--- src/rtl/ldc_pkg.sv ---
// ----------------------------------------------------------------------------
// ldc_pkg
// Shared types and constants of the linear discriminant classifier.
// ----------------------------------------------------------------------------
package ldc_pkg;

    localparam int CLASSES  = 8;
    localparam int FEATURES = 64;

    localparam int FEAT_AW = $clog2(FEATURES);
    localparam int CLS_IW  = $clog2(CLASSES);
    localparam int CLS_CW  = $clog2(CLASSES + 1);

    localparam int VAL_W   = 16;
    localparam int BIAS_W  = 32;
    localparam int LABEL_W = 16;
    localparam int ACC_W   = 40;
    localparam int PROD_W  = 2 * VAL_W;

    typedef enum logic [1:0] {
        CMD_WEIGHT  = 2'd0,
        CMD_BIAS    = 2'd1,
        CMD_FEATURE = 2'd2
    } t_cmd;

    typedef enum logic [1:0] {
        CFG_MODEL_READY    = 2'd0,
        CFG_ACTIVE_CLASSES = 2'd1
    } t_cfg_reg;

    typedef enum logic [1:0] {
        S_IDLE,
        S_FEAT,
        S_ARG,
        S_PUSH
    } t_state;

    // Feature item travelling down the chain.
    typedef struct packed {
        logic                    vld;
        logic                    seed;
        logic [FEAT_AW-1:0]      addr;
        logic signed [VAL_W-1:0] value;
    } t_feat_tok;

    // Running argmax travelling down the chain.
    typedef struct packed {
        logic                      vld;
        logic [CLS_CW-1:0]         cur;
        logic [CLS_CW-1:0]         num;
        logic [CLS_IW-1:0]         idx;
        logic signed [ACC_W-1:0]   score;
        logic signed [LABEL_W-1:0] label;
    } t_best_tok;

    // Load bus shared by all cells.
    typedef struct packed {
        logic [FEAT_AW-1:0]        addr;
        logic signed [VAL_W-1:0]   weight;
        logic signed [BIAS_W-1:0]  bias;
        logic signed [LABEL_W-1:0] label;
    } t_load_bus;

endpackage

--- src/rtl/ldc_cell.sv ---
// ----------------------------------------------------------------------------
// ldc_cell
// One class of the classifier: weight memory, bias, label, multiply and
// saturating accumulate, and one step of the argmax.
// ----------------------------------------------------------------------------
module ldc_cell (
    input  logic              i_clk,
    input  logic              i_rst_n,
    input  logic              i_we,
    input  logic              i_be,
    input  ldc_pkg::t_load_bus i_load,
    input  ldc_pkg::t_feat_tok i_feat,
    output ldc_pkg::t_feat_tok o_feat,
    input  ldc_pkg::t_best_tok i_best,
    output ldc_pkg::t_best_tok o_best
);
    import ldc_pkg::*;

    localparam logic signed [ACC_W:0] SUM_MAX = (ACC_W+1)'((64'sd1 <<< (ACC_W-1)) - 1);
    localparam logic signed [ACC_W:0] SUM_MIN = -SUM_MAX - 1;

    logic signed [VAL_W-1:0]   mem [FEATURES];
    logic signed [BIAS_W-1:0]  r_bias;
    logic signed [LABEL_W-1:0] r_label;

    logic                      r_a_vld;
    logic                      r_a_seed;
    logic signed [VAL_W-1:0]   r_a_val;
    logic signed [VAL_W-1:0]   r_a_w;

    logic                      r_b_vld;
    logic                      r_b_seed;
    logic signed [PROD_W-1:0]  r_b_prod;

    logic signed [ACC_W-1:0]   r_acc;
    logic signed [ACC_W-1:0]   n_acc;
    logic signed [ACC_W-1:0]   w_base;
    logic signed [ACC_W:0]     w_sum;

    t_feat_tok                 r_feat;
    t_best_tok                 r_best;
    t_best_tok                 n_best;

    always_ff @(posedge i_clk) begin
        if (i_we) begin
            mem[i_load.addr] <= i_load.weight;
        end
        r_a_w <= mem[i_feat.addr];
    end

    always_ff @(posedge i_clk) begin
        if (i_be) begin
            r_bias  <= i_load.bias;
            r_label <= i_load.label;
        end
        r_a_seed <= i_feat.seed;
        r_a_val  <= i_feat.value;
        r_b_seed <= r_a_seed;
        r_b_prod <= r_a_val * r_a_w;
    end

    always_comb begin
        w_base = r_b_seed ? ACC_W'(r_bias) : r_acc;
        w_sum  = (ACC_W+1)'(w_base) + (ACC_W+1)'(r_b_prod);
        if (w_sum > SUM_MAX) begin
            n_acc = ACC_W'(SUM_MAX);
        end else if (w_sum < SUM_MIN) begin
            n_acc = ACC_W'(SUM_MIN);
        end else begin
            n_acc = w_sum[ACC_W-1:0];
        end
    end

    always_comb begin
        n_best     = i_best;
        n_best.cur = i_best.cur + 1'b1;
        if (i_best.cur == '0 || (i_best.cur < i_best.num && r_acc > i_best.score)) begin
            n_best.idx   = i_best.cur[CLS_IW-1:0];
            n_best.score = r_acc;
            n_best.label = r_label;
        end
    end

    always_ff @(posedge i_clk) begin
        if (!i_rst_n) begin
            r_a_vld <= 1'b0;
            r_b_vld <= 1'b0;
            r_acc   <= '0;
            r_feat  <= '0;
            r_best  <= '0;
        end else begin
            r_a_vld <= i_feat.vld;
            r_b_vld <= r_a_vld;
            if (r_b_vld) begin
                r_acc <= n_acc;
            end
            r_feat <= i_feat;
            if (i_best.vld) begin
                r_best <= n_best;
            end else begin
                r_best.vld <= 1'b0;
            end
        end
    end

    assign o_feat = r_feat;
    assign o_best = r_best;

endmodule
--- config.mk ---
export PLATFORM = sky130hd
export DESIGN_NAME = ldc_cell
export DESIGN_NICKNAME = d
export VERILOG_FILES = /design/src/rtl/ldc_pkg.sv /design/src/rtl/ldc_cell.sv
export SDC_FILE = /design/constraint.sdc
export NUM_CORES = 2
export LEC_CHECK = 0
export BUFFER_PORTS_ARGS = -buffer_cell sky130_fd_sc_hd__buf_2
export CAP_MARGIN = 20
export CORE_UTILIZATION = 56
export CTS_CLUSTER_DIAMETER = 30
export DETAILED_ROUTE_END_ITERATION = 16
export MAX_ROUTING_LAYER = met4
export PLACE_DENSITY_LB_ADDON = 0.2
export SLEW_MARGIN = 20
export SYNTH_ARGS = -nofsm -noshare
export SYNTH_HDL_FRONTEND = slang
export SYNTH_SLANG_ARGS = --single-unit
--- constraint.sdc ---
create_clock -name i_clk -period 5.6 [get_ports i_clk]
set_input_delay 1.12 -clock i_clk [delete_from_list [all_inputs] [get_ports i_clk]]
set_output_delay 1.12 -clock i_clk [all_outputs]
set_load 0.005 [all_outputs]
==> results.toml <==
[global_route]
grt_antenna_before_repair = 12
grt_max_degree = 98
grt_pass1_wl_mm = 233
gr-total-overflow = 0
grt_pass1_vias = 37900
track_usage_pct = 29.4

[worst_setup_path]
crit_chain = "buf_6 -> and2_4 -> fa_1 -> inv_2 -> fa_2 -> fa_1 -> inv_1 -> fa_1 -> fa_1 -> inv_2 -> fa_1 -> inv_2 -> ha_4 -> buf_6 -> a21o_1 -> a21o_1 -> nand3_2 -> buf_4 -> a31oi_4 -> o21ai_4 -> a21oi_2 -> nor4_2 -> a311oi_2"
crit_top_cell = "fa_1"
cpPeakStageDelay_ps = 550
critPathBufInv = 7
critPathKind = "register to register"
cp_max_fo = 5
endpoint_kind = "register"
path_delay_family = "adder cells"
cp.required_ps = 6280
cp-start-kind = "register"
cp_slowest_cell = "fa_1"
critical_path_arrival_ps = 6340

[die]
row_count = 120
die_h_um = 332
io_pins = 258
core_sq_mm = 0.107
die-area_sq_mm = 0.110
initial_core_util_pct = 56.7
fp.dieW_um = 332

[timing]
skew_ps = 81.0
whs_ps = 359
finalHoldViolCount = 0
finalCritPeriodShare_pct = 101
setup_violations = 1
slew_violations = 0
finalWorstSetupSlack_ps = -58.0
period_minus_slack_ps = 5660
worstMarginPinSlew_ps = 1130
max_slew_margin_pct = 24.8
rsz0062_at_grt = "yes"
timing.fmax_mhz = 177

[final_layout]
num-nets-final = 4994
register_area_sq_mm = 0.0362
multi_input_area_sq_mm = 0.0229
drive_above_1_share_pct = 30.6
syn_to_final_growth_pct = 21.5
layout_common_cells = "edfxtp_1 (1072), inv_1 (366), mux4_2 (336)"
n_fill_cell = 6912
final_common_cell = "edfxtp_1"
instances_no_fill = 6024

[outcome]
status = "complete, but fails checks"
violations = "negative setup slack"

[place]
routabilityCongestion = 0.905
port_buffers = 257
dpl.cell_count = 5541
dp_hpwl_mm = 94.8

[yosys]
async_flop_share_pct = 0
netlist_instances = 3867
synth_area_sq_mm = 0.0608
synthFlopType = "edfxtp_1"
yosys-top-cells-area = "edfxtp_1 (53%), mux4_2 (12%), fa_1 (8.7%)"
ys_seq_area_share_pct = 59.5
yosysWarnings = 0
syn_area_per_cell_sq_um = 15.7
yosysTopAreaCellShare_pct = 52.9
ys_ff_latch = 1271
synth_cell_type_count = 61
synth_edf_count = 1072
synth.largest_area_cell = "edfxtp_1"
synth_fp_nets = 4463

[cts]
hold_buffers = 0
tritoncts = "built"
root_buffer = "clkbuf_16"
cts.sinks = 1271
cts_max_path_buffers = 3
htreeDepth = 4
cts_buffers = 237
clkTransAtPathRegs_ps = 50
insertion_delay_ps = 830

[routing]
drc = 0
first_pass_iters = 5
drtAntennaViolNets = 0
wl_per_cell_um = 25.5
wirelength_mm = 153
vias = 35900
viasPerCell = 5.96
drtIter0Drc = 3018

[worst_hold_path]
min_path_type = "register to register"

[flow_run]
maxCapViolCount = 0
[synth_stat cells (all sizes together) (34+ instances only)]
master,n
mux4,336
a211oi,40
clkbuf,167
nand3,34
xnor2,48
edfxtp,1072
a31oi,73
inv,374
dfxtp,199
a21oi,78
buf,41
fa,263
a21o,41
nor2,148
ha,167
nand2,159
o21ai,113
and2,158
nand4,81
o31ai,67
[final timing paths]
check	start	endpoint	slack (ps)	cells after the start
worst min-delay path	r_a_seed	r_b_seed	360	0
worst min register to register	r_a_seed	r_b_seed	360	0
worst max-delay path	r_a_val[6]	r_b_prod[31]	-60	23
worst max register to register	r_a_val[6]	r_b_prod[31]	-60	23
[worst register-to-register path: stages (launching register included)]
cell and delay [ps]:
dfxtp_4 340, buf_6 120, and2_4 150, fa_1 510
inv_2 40, fa_2 450, fa_1 550, inv_1 50
fa_1 460, fa_1 530, inv_2 40, fa_1 510
inv_2 50, ha_4 270, buf_6 100, a21o_1 140
a21o_1 150, nand3_2 120, buf_4 170, a31oi_4 250
o21ai_4 100, a21oi_2 180, nor4_2 60, a311oi_2 220
[metrics by stage]
stage / util (%) / cell area [sq um] / TNS [ps] / setup slack [ps]
final: 68.9 / 73900 / -58.0 / -58.0
after global routing: 68.8 / 73900 / -1640 / -251
after CTS: 68.5 / 73500 / -512 / -117
after detailed placement: 60.6 / 65000 / -1890 / -325
after global placement: 60.6 / 65000 / -1250 / -227
after floorplan: - / 60900 / 0 / 1.92
[state kept, by name, summed over array words and instances, names as in the netlist, 16 cells and up]
name      count
r_label      16
r_a_w        16
r_acc        40
r_b_prod     32
o_best       68
o_feat       24
r_a_val      16
r_bias       32
mem        1024
[kinds of logic (layout without fill, tap and decap cells)]
group | after synthesis | count (layout) | synth area share, %
AOI/OAI and AO/OA | 485 | 485 | 5.19
xor gates and xnor gates | 70 | 70 | 1.01
adders and majority gates | 430 | 430 | 12.1
buffers and inverters | 582 | 1323 | 3.68
DFF | 1271 | 1271 | 59.5
muxes | 374 | 374 | 13.1
other | 0 | 13 | 0
and+or+nand+nor | 655 | 655 | 5.42
[layout make-up]
type,instances,area share [%]
clock inverters,182,2.75
clock buffers,267,8.36
multi-input cells,2014,31.0
inverters,374,1.90
repair buffers,500,4.59
diodes,13,0.0440
flip-flops and latches,1271,49.0
well taps,1403,2.37
[layer usage]
metal | global-route usage [%] | vias up | wire [um]
met5 | - | - | 0
met4 | 10.5 | 0 | 4850
met3 | 4.69 | 284 | 9620
met2 | 49.8 | 1437 | 80500
met1 | 35.8 | 18500 | 58500
li1 | - | 15700 | -
[what timing repair did]
item / in CTS / in global routing
gates resized for setup: 69 / 75
setup endpoints to repair: 14 / 16
buffers inserted: 10 / 13
pin swaps: 25 / 56
Power is not shown: default switching activity piles up to over one toggle a cycle in this logic, so the estimate is an artifact.
